`src/rtl/lrcs_pkg.sv`:
```
// Package for the LED ring crossfade sequencer: shared types, constants,
// color tables and position helpers. No dependencies.
`timescale 1ns / 1ps

package lrcs_pkg;

  localparam int LED_COUNT = 9;
  localparam int LED_IDX_W = (LED_COUNT > 1) ? $clog2(LED_COUNT) : 1;
  localparam int LED_NUM_W = 4;
  localparam int ADDR_W    = 4;
  localparam int DATA_W    = 32;

  localparam logic [3:0] RAINBOW_SIZE = 4'd7;
  localparam logic [3:0] GREEN_SIZE   = 4'd10;

  localparam logic [15:0] TRANSITION_RST = 16'd250;
  localparam logic [6:0]  DIRECTION_RST  = 7'd50;
  localparam logic [6:0]  MODE_RST       = 7'd100;

  // register index, taken from paddr[3:2]
  localparam logic [1:0] REG_TRANSITION = 2'd0;
  localparam logic [1:0] REG_DIRECTION  = 2'd1;
  localparam logic [1:0] REG_MODE       = 2'd2;

  typedef struct packed {
    logic [7:0] r;
    logic [7:0] g;
    logic [7:0] b;
  } rgb_t;

  typedef struct packed {
    logic [15:0] fade_ms;
    logic [6:0]  direction_period;
    logic [6:0]  mode_period;
  } cfg_t;

  typedef enum logic [2:0] {
    ST_IDLE,
    ST_AMOUNT,
    ST_DIVIDE,
    ST_LEDS,
    ST_COUNT,
    ST_MODCHK,
    ST_SWAP
  } state_e;

  typedef struct packed {
    logic load;      // item accepted: update timer, latch step flag
    logic amt_go;    // saturate amount or start amount division
    logic amt_take;  // latch quotient as amount
    logic led_go;    // blend one LED into the output register
    logic cnt_go;    // bump step count, start direction check
    logic mod_take;  // latch direction check result
    logic swap_go;   // table swap check
  } cmd_t;

  typedef struct packed {
    logic step;
    logic bypass;
    logic div_done;
    logic slot_free;
    logic last_led;
    logic dir_zero;
  } sts_t;

  function automatic rgb_t table_color(input logic rainbow, input logic [3:0] pos);
    rgb_t c;
    if (rainbow) begin
      case (pos)
        4'd1:    c = '{8'd255, 8'd165, 8'd0};
        4'd2:    c = '{8'd255, 8'd255, 8'd0};
        4'd3:    c = '{8'd0,   8'd128, 8'd0};
        4'd4:    c = '{8'd0,   8'd0,   8'd255};
        4'd5:    c = '{8'd75,  8'd0,   8'd130};
        4'd6:    c = '{8'd238, 8'd130, 8'd238};
        default: c = '{8'd255, 8'd0,   8'd0};
      endcase
    end else begin
      case (pos)
        4'd1:    c = '{8'd0, 8'd75,  8'd0};
        4'd2:    c = '{8'd0, 8'd100, 8'd0};
        4'd3:    c = '{8'd0, 8'd125, 8'd0};
        4'd4:    c = '{8'd0, 8'd150, 8'd0};
        4'd5:    c = '{8'd0, 8'd175, 8'd0};
        4'd6:    c = '{8'd0, 8'd200, 8'd25};
        4'd7:    c = '{8'd0, 8'd225, 8'd50};
        4'd8:    c = '{8'd0, 8'd250, 8'd75};
        4'd9:    c = '{8'd0, 8'd255, 8'd100};
        default: c = '{8'd0, 8'd50,  8'd0};
      endcase
    end
    return c;
  endfunction

  // position modulo table size, for any 4-bit position
  function automatic logic [3:0] pos_reduce(input logic [3:0] pos, input logic rainbow);
    logic [3:0] p;
    if (rainbow) begin
      if (pos >= 4'd14)              p = pos - 4'd14;
      else if (pos >= RAINBOW_SIZE)  p = pos - RAINBOW_SIZE;
      else                           p = pos;
    end else begin
      if (pos >= GREEN_SIZE) p = pos - GREEN_SIZE;
      else                   p = pos;
    end
    return p;
  endfunction

  function automatic logic [3:0] pos_next(input logic [3:0] pos, input logic rainbow,
                                          input logic fwd);
    logic [3:0] last;
    logic [3:0] p;
    last = (rainbow ? RAINBOW_SIZE : GREEN_SIZE) - 4'd1;
    if (fwd) p = (pos == last) ? 4'd0 : pos + 4'd1;
    else     p = (pos == 4'd0) ? last : pos - 4'd1;
    return p;
  endfunction

endpackage

```
`src/rtl/lrcs_if.sv`:
```
// Stream interfaces for the crossfade sequencer: tick input and LED color output.
// Depends on lrcs_pkg.
`timescale 1ns / 1ps

interface lrcs_in_if import lrcs_pkg::*; ();
  logic       valid;
  logic       ready;
  logic [7:0] ms_elapsed;

  modport source (output valid, output ms_elapsed, input ready);
  modport sink   (input valid, input ms_elapsed, output ready);
endinterface

interface lrcs_out_if import lrcs_pkg::*; ();
  logic                 valid;
  logic                 ready;
  logic [LED_NUM_W-1:0] led_number;
  logic [7:0]           red_level;
  logic [7:0]           green_level;
  logic [7:0]           blue_level;
  logic                 frame_end;

  modport source (output valid, output led_number, output red_level, output green_level,
                  output blue_level, output frame_end, input ready);
  modport sink   (input valid, input led_number, input red_level, input green_level,
                  input blue_level, input frame_end, output ready);
endinterface

```
`src/rtl/lrcs_divider.sv`:
```
// Restoring divider, one quotient bit per cycle, eight bits per run.
// Shared by the fade amount and the direction check. Depends on lrcs_pkg.
`timescale 1ns / 1ps

module lrcs_divider import lrcs_pkg::*; (
  input  logic        clk_i,
  input  logic        rst_ni,
  input  logic        start_i,
  input  logic [23:0] num_i,   // requires num_i[23:8] < den_i
  input  logic [15:0] den_i,
  output logic        done_o,
  output logic [7:0]  quot_o,
  output logic [15:0] rem_o
);

  logic        busy_q, busy_d;
  logic        done_q, done_d;
  logic [2:0]  cnt_q, cnt_d;
  logic [15:0] rem_q, rem_d;
  logic [7:0]  low_q, low_d;
  logic [15:0] den_q, den_d;
  logic [16:0] trial;
  logic        take;

  assign trial = {rem_q, low_q[7]};
  assign take  = trial >= {1'b0, den_q};

  always_comb begin
    busy_d = busy_q;
    cnt_d  = cnt_q;
    rem_d  = rem_q;
    low_d  = low_q;
    den_d  = den_q;
    done_d = 1'b0;
    if (start_i) begin
      busy_d = 1'b1;
      cnt_d  = 3'd0;
      rem_d  = num_i[23:8];
      low_d  = num_i[7:0];
      den_d  = den_i;
    end else if (busy_q) begin
      rem_d = take ? 16'(trial - {1'b0, den_q}) : trial[15:0];
      low_d = {low_q[6:0], take};
      cnt_d = cnt_q + 3'd1;
      if (cnt_q == 3'd7) begin
        busy_d = 1'b0;
        done_d = 1'b1;
      end
    end
  end

  always_ff @(posedge clk_i or negedge rst_ni) begin
    if (!rst_ni) begin
      busy_q <= 1'b0;
      done_q <= 1'b0;
      cnt_q  <= 3'd0;
    end else begin
      busy_q <= busy_d;
      done_q <= done_d;
      cnt_q  <= cnt_d;
    end
  end

  always_ff @(posedge clk_i) begin
    rem_q <= rem_d;
    low_q <= low_d;
    den_q <= den_d;
  end

  assign done_o = done_q;
  assign quot_o = low_q;
  assign rem_o  = rem_q;

  a_done_after_busy: assert property (@(posedge clk_i) disable iff (!rst_ni)
    done_q |-> $past(busy_q))
    else $error("divider done without a run");

  a_rem_below_den: assert property (@(posedge clk_i) disable iff (!rst_ni)
    busy_q |-> (rem_q < den_q))
    else $error("divider remainder not below divisor");

endmodule

```
`src/rtl/lrcs_ctrl.sv`:
```
// Sequencer controller: item accept, amount, LED sweep and step bookkeeping.
// Depends on lrcs_pkg.
`timescale 1ns / 1ps

module lrcs_ctrl import lrcs_pkg::*; (
  input  logic clk_i,
  input  logic rst_ni,
  input  logic in_valid_i,
  output logic in_ready_o,
  input  sts_t sts_i,
  output cmd_t cmd_o
);

  state_e state_q, state_d;

  always_comb begin
    state_d = state_q;
    unique case (state_q)
      ST_IDLE:   if (in_valid_i) state_d = ST_AMOUNT;
      ST_AMOUNT: state_d = sts_i.bypass ? ST_LEDS : ST_DIVIDE;
      ST_DIVIDE: if (sts_i.div_done) state_d = ST_LEDS;
      ST_LEDS:   if (sts_i.slot_free && sts_i.last_led) state_d = ST_COUNT;
      ST_COUNT: begin
        if (!sts_i.step)         state_d = ST_IDLE;
        else if (sts_i.dir_zero) state_d = ST_SWAP;
        else                     state_d = ST_MODCHK;
      end
      ST_MODCHK: if (sts_i.div_done) state_d = ST_SWAP;
      ST_SWAP:   state_d = ST_IDLE;
      default:   state_d = ST_IDLE;
    endcase
  end

  always_comb begin
    cmd_o      = '0;
    in_ready_o = 1'b0;
    unique case (state_q)
      ST_IDLE: begin
        in_ready_o  = 1'b1;
        cmd_o.load  = in_valid_i;
      end
      ST_AMOUNT: cmd_o.amt_go   = 1'b1;
      ST_DIVIDE: cmd_o.amt_take = sts_i.div_done;
      ST_LEDS:   cmd_o.led_go   = sts_i.slot_free;
      ST_COUNT:  cmd_o.cnt_go   = sts_i.step;
      ST_MODCHK: cmd_o.mod_take = sts_i.div_done;
      ST_SWAP:   cmd_o.swap_go  = 1'b1;
      default: ;
    endcase
  end

  always_ff @(posedge clk_i or negedge rst_ni) begin
    if (!rst_ni) begin
      state_q <= ST_IDLE;
    end else begin
      state_q <= state_d;
    end
  end

  a_sweep_ends_in_count: assert property (@(posedge clk_i) disable iff (!rst_ni)
    (state_q == ST_LEDS && sts_i.slot_free && sts_i.last_led) |=> (state_q == ST_COUNT))
    else $error("LED sweep did not close");

endmodule

```
`src/rtl/lrcs_datapath.sv`:
```
// Sequencer datapath: timer, color walk state, LED color shift lines, blend
// and output register. Depends on lrcs_pkg and lrcs_divider.
`timescale 1ns / 1ps

module lrcs_datapath import lrcs_pkg::*; (
  input  logic                 clk_i,
  input  logic                 rst_ni,
  input  cfg_t                 cfg_i,
  input  cmd_t                 cmd_i,
  output sts_t                 sts_o,
  input  logic [7:0]           ms_elapsed_i,
  input  logic                 out_ready_i,
  output logic                 out_valid_o,
  output logic [LED_NUM_W-1:0] led_number_o,
  output logic [7:0]           red_level_o,
  output logic [7:0]           green_level_o,
  output logic [7:0]           blue_level_o,
  output logic                 frame_end_o
);

  localparam logic [LED_IDX_W-1:0] LAST_LED = LED_IDX_W'(LED_COUNT - 1);

  function automatic logic [7:0] mix8(input logic [7:0] a, input logic [7:0] b,
                                      input logic [7:0] amt);
    logic [8:0]  wa;
    logic [8:0]  wb;
    logic [16:0] v;
    wa = 9'd256 - {1'b0, amt};
    wb = {1'b0, amt} + 9'd1;
    v  = {9'd0, a} * {8'd0, wa} + {9'd0, b} * {8'd0, wb};
    return v[15:8];
  endfunction

  // walk and timer state
  logic [15:0]          timer_q;
  logic [3:0]           pos_q;
  logic                 fwd_q;
  logic                 rainbow_q;
  logic [6:0]           count_q;
  logic                 step_q;
  logic [7:0]           amt_q;
  logic [LED_IDX_W-1:0] led_q;

  // per-LED colors, rotated once per LED so the head is the LED in work
  rgb_t start_q  [LED_COUNT];
  rgb_t target_q [LED_COUNT];
  rgb_t shown_q  [LED_COUNT];

  // output register
  logic                 out_valid_q;
  logic [LED_NUM_W-1:0] out_num_q;
  rgb_t                 out_rgb_q;
  logic                 out_end_q;

  logic [16:0] sum;
  logic [15:0] timer_sat;
  logic        step_now;
  logic        bypass;
  logic [23:0] prod;
  logic [6:0]  cnt_inc;
  logic        slot_free;
  logic        last_led;
  logic [3:0]  pos_cur;
  rgb_t        new_start;
  rgb_t        new_target;
  rgb_t        new_shown;

  logic        div_start;
  logic [23:0] div_num;
  logic [15:0] div_den;
  logic        div_done;
  logic [7:0]  div_quot;
  logic [15:0] div_rem;

  assign sum       = {1'b0, timer_q} + {9'd0, ms_elapsed_i};
  assign timer_sat = sum[16] ? 16'hFFFF : sum[15:0];
  assign step_now  = timer_sat >= cfg_i.fade_ms;
  assign bypass    = timer_q >= cfg_i.fade_ms;
  assign prod      = {timer_q, 8'd0} - {8'd0, timer_q};   // timer * 255
  assign cnt_inc   = count_q + 7'd1;
  assign slot_free = !out_valid_q || out_ready_i;
  assign last_led  = led_q == LAST_LED;

  assign pos_cur    = pos_reduce(pos_q, rainbow_q);
  assign new_start  = step_q ? shown_q[0] : start_q[0];
  assign new_target = step_q ? table_color(rainbow_q, pos_cur) : target_q[0];
  assign new_shown  = '{mix8(new_start.r, new_target.r, amt_q),
                        mix8(new_start.g, new_target.g, amt_q),
                        mix8(new_start.b, new_target.b, amt_q)};

  assign div_start = (cmd_i.amt_go && !bypass) ||
                     (cmd_i.cnt_go && (cfg_i.direction_period != 7'd0));
  assign div_num   = cmd_i.cnt_go ? {17'd0, cnt_inc} : prod;
  assign div_den   = cmd_i.cnt_go ? {9'd0, cfg_i.direction_period} : cfg_i.fade_ms;

  lrcs_divider u_divider (
    .clk_i   (clk_i),
    .rst_ni  (rst_ni),
    .start_i (div_start),
    .num_i   (div_num),
    .den_i   (div_den),
    .done_o  (div_done),
    .quot_o  (div_quot),
    .rem_o   (div_rem)
  );

  always_ff @(posedge clk_i or negedge rst_ni) begin
    if (!rst_ni) begin
      timer_q   <= 16'd0;
      pos_q     <= 4'd0;
      fwd_q     <= 1'b1;
      rainbow_q <= 1'b1;
      count_q   <= 7'd0;
      step_q    <= 1'b0;
      amt_q     <= 8'd0;
      led_q     <= '0;
    end else begin
      if (cmd_i.load) begin
        step_q  <= step_now;
        timer_q <= step_now ? 16'd0 : timer_sat;
      end
      if (cmd_i.amt_go && bypass) amt_q <= 8'hFF;
      if (cmd_i.amt_take)         amt_q <= div_quot;
      if (cmd_i.led_go) begin
        led_q <= last_led ? '0 : led_q + LED_IDX_W'(1);
        if (step_q) pos_q <= pos_next(pos_cur, rainbow_q, fwd_q);
      end
      if (cmd_i.cnt_go)                            count_q <= cnt_inc;
      if (cmd_i.mod_take && (div_rem == 16'd0))    fwd_q   <= !fwd_q;
      if (cmd_i.swap_go && step_q && (count_q == cfg_i.mode_period)) begin
        rainbow_q <= !rainbow_q;
        count_q   <= 7'd0;
        pos_q     <= pos_reduce(pos_q, !rainbow_q);
      end
    end
  end

  always_ff @(posedge clk_i or negedge rst_ni) begin
    if (!rst_ni) begin
      for (int i = 0; i < LED_COUNT; i++) begin
        start_q[i]  <= '0;
        target_q[i] <= '0;
        shown_q[i]  <= '0;
      end
    end else if (cmd_i.led_go) begin
      for (int i = 0; i < LED_COUNT - 1; i++) begin
        start_q[i]  <= start_q[i+1];
        target_q[i] <= target_q[i+1];
        shown_q[i]  <= shown_q[i+1];
      end
      start_q[LED_COUNT-1]  <= new_start;
      target_q[LED_COUNT-1] <= new_target;
      shown_q[LED_COUNT-1]  <= new_shown;
    end
  end

  always_ff @(posedge clk_i or negedge rst_ni) begin
    if (!rst_ni) begin
      out_valid_q <= 1'b0;
    end else if (cmd_i.led_go) begin
      out_valid_q <= 1'b1;
    end else if (out_ready_i) begin
      out_valid_q <= 1'b0;
    end
  end

  always_ff @(posedge clk_i) begin
    if (cmd_i.led_go) begin
      out_num_q <= LED_NUM_W'(led_q);
      out_rgb_q <= new_shown;
      out_end_q <= last_led;
    end
  end

  assign sts_o.step      = step_q;
  assign sts_o.bypass    = bypass;
  assign sts_o.div_done  = div_done;
  assign sts_o.slot_free = slot_free;
  assign sts_o.last_led  = last_led;
  assign sts_o.dir_zero  = cfg_i.direction_period == 7'd0;

  assign out_valid_o   = out_valid_q;
  assign led_number_o  = out_num_q;
  assign red_level_o   = out_rgb_q.r;
  assign green_level_o = out_rgb_q.g;
  assign blue_level_o  = out_rgb_q.b;
  assign frame_end_o   = out_end_q;

  a_pos_in_table: assert property (@(posedge clk_i) disable iff (!rst_ni)
    rainbow_q ? (pos_q < RAINBOW_SIZE) : (pos_q < GREEN_SIZE))
    else $error("table position outside active table");

  a_frame_end_last: assert property (@(posedge clk_i) disable iff (!rst_ni)
    (out_valid_q && out_end_q) |-> (out_num_q == LED_NUM_W'(LED_COUNT - 1)))
    else $error("frame end on wrong LED");

endmodule

```
`src/rtl/led_ring_color_crossfade_sequencer_unit.sv`:
```
// Top level of the LED ring crossfade sequencer: APB register file, controller
// and datapath. Depends on lrcs_pkg, lrcs_if, lrcs_ctrl and lrcs_datapath.
`timescale 1ns / 1ps

// Each input beat is a millisecond tick (ms_elapsed). It advances a saturating
// timer; when the timer reaches fade_ms a color step fires and every LED
// takes its next target from the rainbow or green table. Each beat then
// produces LED_COUNT output beats, LED 0 first, frame_end on the last one.
// Sequence per item: accept, amount setup, division by the eight-step restoring
// divider, LED sweep, count; the division is skipped when the amount is
// saturated (interval zero). A step item with a nonzero direction period then
// has the same divider check the step count against the direction period
// before the swap check; with a zero direction period a step item goes
// straight to the swap check. The LED sweep blends one LED per cycle and holds
// while the output register is full, so output back-pressure slows the sweep.
// A new item is taken only in idle, after the last LED sits in the output
// register and the count and swap bookkeeping is done. Registers (APB, 32-bit,
// byte addresses): 0x0 fade_ms, 0x4 direction_period, 0x8 mode_period; write
// only while idle.

module led_ring_color_crossfade_sequencer_unit import lrcs_pkg::*; (
  input  logic              clk_i,
  input  logic              rst_ni,
  input  logic              psel,
  input  logic              penable,
  input  logic              pwrite,
  input  logic [ADDR_W-1:0] paddr,
  input  logic [DATA_W-1:0] pwdata,
  output logic [DATA_W-1:0] prdata,
  output logic              pready,
  lrcs_in_if.sink           item_i,
  lrcs_out_if.source        result_o
);

  cfg_t       cfg_q;
  logic       cfg_we;
  logic [1:0] reg_idx;
  cmd_t       cmd;
  sts_t       sts;
  logic       in_ready;

  // register index from word address; low address bits ignored
  assign reg_idx = paddr[3:2];
  assign cfg_we  = psel && penable && pwrite;
  assign pready  = 1'b1;

  always_ff @(posedge clk_i or negedge rst_ni) begin
    if (!rst_ni) begin
      cfg_q.fade_ms          <= TRANSITION_RST;
      cfg_q.direction_period <= DIRECTION_RST;
      cfg_q.mode_period      <= MODE_RST;
    end else if (cfg_we) begin
      unique case (reg_idx)
        REG_TRANSITION: cfg_q.fade_ms          <= pwdata[15:0];
        REG_DIRECTION:  cfg_q.direction_period <= pwdata[6:0];
        REG_MODE:       cfg_q.mode_period      <= pwdata[6:0];
        default: ;      // unmapped: dropped
      endcase
    end
  end

  always_comb begin
    unique case (reg_idx)
      REG_TRANSITION: prdata = {16'd0, cfg_q.fade_ms};
      REG_DIRECTION:  prdata = {25'd0, cfg_q.direction_period};
      REG_MODE:       prdata = {25'd0, cfg_q.mode_period};
      default:        prdata = '0;
    endcase
  end

  lrcs_ctrl u_ctrl (
    .clk_i      (clk_i),
    .rst_ni     (rst_ni),
    .in_valid_i (item_i.valid),
    .in_ready_o (in_ready),
    .sts_i      (sts),
    .cmd_o      (cmd)
  );

  assign item_i.ready = in_ready;

  lrcs_datapath u_datapath (
    .clk_i         (clk_i),
    .rst_ni        (rst_ni),
    .cfg_i         (cfg_q),
    .cmd_i         (cmd),
    .sts_o         (sts),
    .ms_elapsed_i  (item_i.ms_elapsed),
    .out_ready_i   (result_o.ready),
    .out_valid_o   (result_o.valid),
    .led_number_o  (result_o.led_number),
    .red_level_o   (result_o.red_level),
    .green_level_o (result_o.green_level),
    .blue_level_o  (result_o.blue_level),
    .frame_end_o   (result_o.frame_end)
  );

endmodule
```
`src/flat_wrapper.sv`:
```
// flat-port wrapper written by rule: the top's interface ports become plain ports
module led_ring_color_crossfade_sequencer_unit_flat import lrcs_pkg::*;
  (clk_i, rst_ni, psel, penable, pwrite, paddr, pwdata, prdata, pready, item_i_valid, item_i_ms_elapsed, item_i_ready, result_o_valid, result_o_led_number, result_o_red_level, result_o_green_level, result_o_blue_level, result_o_frame_end, result_o_ready);
  lrcs_in_if item_i_i ();
  lrcs_out_if result_o_i ();
  input  logic clk_i;
  input  logic rst_ni;
  input  logic psel;
  input  logic penable;
  input  logic pwrite;
  input  logic [ADDR_W-1:0] paddr;
  input  logic [DATA_W-1:0] pwdata;
  output logic [DATA_W-1:0] prdata;
  output logic pready;
  input wire logic [$bits(item_i_i.valid)-1:0] item_i_valid;
  input wire logic [$bits(item_i_i.ms_elapsed)-1:0] item_i_ms_elapsed;
  output wire logic [$bits(item_i_i.ready)-1:0] item_i_ready;
  output wire logic [$bits(result_o_i.valid)-1:0] result_o_valid;
  output wire logic [$bits(result_o_i.led_number)-1:0] result_o_led_number;
  output wire logic [$bits(result_o_i.red_level)-1:0] result_o_red_level;
  output wire logic [$bits(result_o_i.green_level)-1:0] result_o_green_level;
  output wire logic [$bits(result_o_i.blue_level)-1:0] result_o_blue_level;
  output wire logic [$bits(result_o_i.frame_end)-1:0] result_o_frame_end;
  input wire logic [$bits(result_o_i.ready)-1:0] result_o_ready;
  assign item_i_i.valid = item_i_valid;
  assign item_i_i.ms_elapsed = item_i_ms_elapsed;
  assign item_i_ready = item_i_i.ready;
  assign result_o_valid = result_o_i.valid;
  assign result_o_led_number = result_o_i.led_number;
  assign result_o_red_level = result_o_i.red_level;
  assign result_o_green_level = result_o_i.green_level;
  assign result_o_blue_level = result_o_i.blue_level;
  assign result_o_frame_end = result_o_i.frame_end;
  assign result_o_i.ready = result_o_ready;
  led_ring_color_crossfade_sequencer_unit u_core (.clk_i(clk_i), .rst_ni(rst_ni), .psel(psel), .penable(penable), .pwrite(pwrite), .paddr(paddr), .pwdata(pwdata), .prdata(prdata), .pready(pready), .item_i(item_i_i), .result_o(result_o_i));
endmodule
```
`config.mk`:
```
export PLATFORM = sky130hd
export DESIGN_NAME = led_ring_color_crossfade_sequencer_unit_flat
export DESIGN_NICKNAME = d
export VERILOG_FILES = /design/src/rtl/lrcs_pkg.sv /design/src/rtl/lrcs_if.sv /design/src/rtl/lrcs_divider.sv /design/src/rtl/lrcs_ctrl.sv /design/src/rtl/lrcs_datapath.sv /design/src/rtl/led_ring_color_crossfade_sequencer_unit.sv /design/src/flat_wrapper.sv
export SDC_FILE = /design/constraint.sdc
export NUM_CORES = 2
export LEC_CHECK = 0
export ABC_CLOCK_PERIOD_IN_PS = 8930
export BUFFER_PORTS_ARGS = -buffer_cell sky130_fd_sc_hd__buf_4
export CAP_MARGIN = 20
export CORE_MARGIN = 1
export CORE_UTILIZATION = 31
export CTS_BUF_LIST = sky130_fd_sc_hd__clkbuf_16
export CTS_CLUSTER_DIAMETER = 60
export DETAILED_ROUTE_END_ITERATION = 6
export GPL_TIMING_DRIVEN = 0
export PLACE_DENSITY_LB_ADDON = 0.12
export REMOVE_ABC_BUFFERS = 1
export SLEW_MARGIN = 30
export SYNTH_ARGS = -nofsm -noshare
export SYNTH_HDL_FRONTEND = slang
export SYNTH_SLANG_ARGS = --single-unit
```
`constraint.sdc`:
```
create_clock -name clk_i -period 8.93 [get_ports clk_i]
set_clock_uncertainty 0.1 [all_clocks]
set_input_delay 0.4465 -clock clk_i [delete_from_list [all_inputs] [get_ports clk_i]]
set_output_delay 0.4465 -clock clk_i [all_outputs]
set_load 0.02 [all_outputs]
```
==> flow_metrics.tcl <==
set metrics [dict create \
    ys_ff_latch 798 \
    io_buffers 79 \
    drt_pass1_iterations 7 \
    reg2reg_depth 30 \
    drv_slew 0 \
    fillers 16000 \
    ys.flop_type "dfrtp_1" \
    crit_path_end_kind "flip-flop" \
    die_y_microns 397.4 \
    areaGrowthSynthToFinish_pct 15.48 \
    p_leak_nw 29.46 \
    timing.rr.end "u_core.u_datapath.shown_q[7]" \
    hold_end "u_core.u_datapath.out_valid_o" \
    grt_pass1_vias 35160 \
    wirelength_mm 119.1 \
    highest_layer "met4" \
    final_cell_mix "nand2_1 (2129), dfrtp_1 (709), inv_1 (521)" \
    start_util_pct 31.36 \
    ys_seq_area_share_pct 41.95 \
    max-slew-margin-rel_pct 36.45 \
    cts_buffers 99 \
    syn_inst 5455 \
    dieArea_sq_mm 0.1580 \
    intPower_mw 5.990 \
    met3_wirelength_mm 3.379 \
    grt_pass1_wl_mm 196.9 \
    rows 144 \
    met1_length_mm 56.59 \
    async_flop_share_pct 91.35 \
    grt_overflow 0 \
    avgViaCountPerCell 4.524 \
    crit_fanout 11 \
    whs_path_depth 3 \
    stdcell_count 7623 \
    io_pins 115 \
    power_frac_comb_pct 3.9 \
    nets 6135 \
    powerDensity_mw_per_mm2 140.3 \
    dr.first_iter.drc_count 1868 \
    place_inst 7395 \
    clock_path_buffers 3 \
    fp.coreArea_sq_mm 0.1546 \
    drive_gt1_share_pct 9.303 \
    critPathSlowestCell "fa_1" \
    drc 0 \
    wl_per_cell_microns 15.62 \
    yosys_warnings 0 \
    ir_drop_v 0.0001675 \
    r2r-start "u_core.u_datapath.pos_q[1]" \
    p_sw_mw 1.866 \
    final_common_cell "nand2_1" \
    drv_cap 0 \
    power.total_mw 7.856 \
    fin_crit_ns 8.662 \
    clkTransAtPathRegs_ns 0.06 \
    hold_class "input port to flip-flop" \
    postRouteAntennaNets 0 \
    power.share.switching_pct 23.75 \
    grt_start_max_net_pins 114 \
    setup_viol 0 \
    avgSynthCellArea_sq_um 8.886 \
    seq_power_share_pct 47.4 \
    cts_tree "yes" \
    status "finished, final reports clean" \
    diodes 0 \
    clk_latency_ns 0.74 \
    critPathMaxStageDelay_ns 0.56 \
    startpoint_type "flip-flop" \
    crit_type "flip-flop to flip-flop" \
    track_usage_pct 15.49 \
    hp-start "result_o_ready" \
    synth_area_sq_mm 0.04847 \
    die_x_microns 397.4 \
    cts_num_sinks 798 \
    tightestPinTransition_ns 0.9533 \
    place_hpwl_mm 83.06 \
    rrSetupSlack_ns 0.27 \
    synthDistinctLibCells 98 \
    post-route-period-util_pct 97.00 \
    worstPathRequired_ns 9.43 \
    clkPwrFrac_pct 48.7 \
    cts_max_level 3 \
    antenna_found_initial 1 \
    synth_edf_count 69 \
    root_buffer "clkbuf_16" \
    max_freq_mhz 115.4 \
    vias 34490 \
    place.gp.congestion 0.7971 \
    crit_top_cell "fa_1" \
    post-route-util_pct 36.21 \
    hold_viol_final 0 \
    cp.arrival_ns 9.16 \
    wl_met2_mm 56.37 \
]
-- cell type report --
class                      instances  area [sq um]  share of cell area [%]
timing repair buffer             190          2112                   3.773
sequential                       798         20350                   36.35
clock inverter                    73         520.5                  0.9298
clock buffer                     103          2577                   4.604
tap                             2044          2557                   4.569
inverter                         507          1924                   3.438
multi-input combinational       3908         25940                   46.34
-- registers in the layout (all words and copies together) (netlist names), 3 cells and up --
| register | flops |
|---|---|
| u_core.u_datapath.shown_q | 216 |
| u_core.u_datapath.target_q | 216 |
| u_core.u_datapath.led_number_o | 4 |
| u_core.u_ctrl.state_q | 3 |
| u_core.u_datapath.amt_q | 8 |
| u_core.u_datapath.start_q | 216 |
| u_core.u_datapath.red_level_o | 8 |
| u_core.u_datapath.blue_level_o | 8 |
| u_core.u_datapath.u_divider.cnt_q | 3 |
| u_core.u_datapath.u_divider.den_q | 16 |
| u_core.u_datapath.pos_q | 4 |
| u_core.cfg_q | 30 |
| u_core.u_datapath.count_q | 7 |
| u_core.u_datapath.u_divider.quot_o | 8 |
| u_core.u_datapath.led_q | 4 |
| u_core.u_datapath.u_divider.rem_o | 16 |
| u_core.u_datapath.timer_q | 16 |
| u_core.u_datapath.green_level_o | 8 |
-- through the flow --
step	TNS, ns	hold slack, ns	worst slack, ns	cell area (sq um)
floorplan	-	0.05091	-33.13	47450
global placement	-	0.3444	-90.31	50600
detailed placement	-27.50	0.2811	-1.365	51980
CTS	0	0.02884	0.001974	55670
global route	-0.04607	0.08133	-0.03690	55980
finish	0	0.07834	0.2682	55980
-- how the worst max path moves through the flow --
stage | from | to | cells after the start
after floorplan | result_o_ready | u_core.u_datapath.pos_q[2] | 6
after global placement | result_o_ready | u_core.u_datapath.pos_q[0] | 9
after detailed placement | u_core.u_datapath.pos_q[1] | u_core.u_datapath.shown_q[7] | 30
after CTS | u_core.u_datapath.pos_q[1] | u_core.u_datapath.shown_q[23] | 33
after global routing | u_core.u_datapath.pos_q[1] | u_core.u_datapath.shown_q[7] | 32
final | u_core.u_datapath.pos_q[1] | u_core.u_datapath.shown_q[7] | 30
-- kinds of logic after synthesis --
group / share of synthesized area, %
mux: 1.954
compound gates: 5.194
buf+inv: 6.161
fa+ha+maj: 19.93
simple gates: 22.52
other cells: 0.01549
xor+xnor: 2.287
flops: 41.95
-- worst max-delay path, delay by kind of cell (launching register included) --
family	cells	cell delay, ns
AND/OR/NAND/NOR	3	0.78
flip-flops	1	0.43
buffers and inverters	5	0.48
multiplexers	2	0.55
AO/OA/AOI/OAI	9	1.83
adder cells (fa/ha/maj)	10	4.19
XOR/XNOR	1	0.17
-- power by group through the flow --
stage / Sequential [mW] / Combinational, mW / Clock, mW
2_1_floorplan: 3.78 / 0.143 / 0
3_3_place_gp: 3.80 / 0.292 / 0
3_5_place_dp: 3.79 / 0.309 / 0
4_1_cts: 3.73 / 0.317 / 3.99
5_1_grt: 3.73 / 0.349 / 4.11
6_report: 3.73 / 0.304 / 3.82
-- repair_timing --
| item | CTS | global route |
|---|---|---|
| hold buffers | 18 | 0 |
| hold endpoints to repair | 261 | 0 |
| buffers inserted | 18 | 16 |
| setup endpoints to repair | 44 | 15 |
| resized for setup | 51 | 32 |
| pin swaps | 7 | 11 |
-- layer usage --
metal  vias up  track usage, %
met5         -               0
met4         0           3.956
met3       165           2.224
met2       412           25.50
met1     16880           21.30
li1      17030               -
-- cell usage after synthesis, types with 6 or more instances --
cell type	count	area (sq um)
a211oi_1	6	45.04
a21o_1	30	225.2
a21oi_1	78	390.4
a31oi_1	11	68.82
and2_1	47	294.0
and3_1	19	118.9
buf_1	8	30.03
buf_2	10	50.05
buf_4	19	142.6
clkbuf_1	216	810.8
dfrtp_1	715	17890
dfstp_2	14	367.9
edfxtp_1	69	2072
fa_1	320	6406
ha_1	260	3253
inv_1	502	1884
mux2_2	49	551.8
mux2i_1	38	380.4
nand2_1	2134	8010
nand2b_1	24	150.1
nand3_1	34	170.2
nand4_1	12	75.07
nor2_1	286	1074
nor2b_1	27	168.9
nor3_1	43	215.2
nor3b_1	6	45.04
nor4_1	15	93.84
o21a_1	10	75.07
o21ai_0	124	620.6
o21ai_1	17	85.08
o21bai_1	7	52.55
o22ai_1	17	106.4
or2_1	12	75.07
or2_2	25	156.4
or4_1	7	52.55
xnor2_1	92	805.8
xor2_1	32	280.3
(Power assumes the default switching activity.)
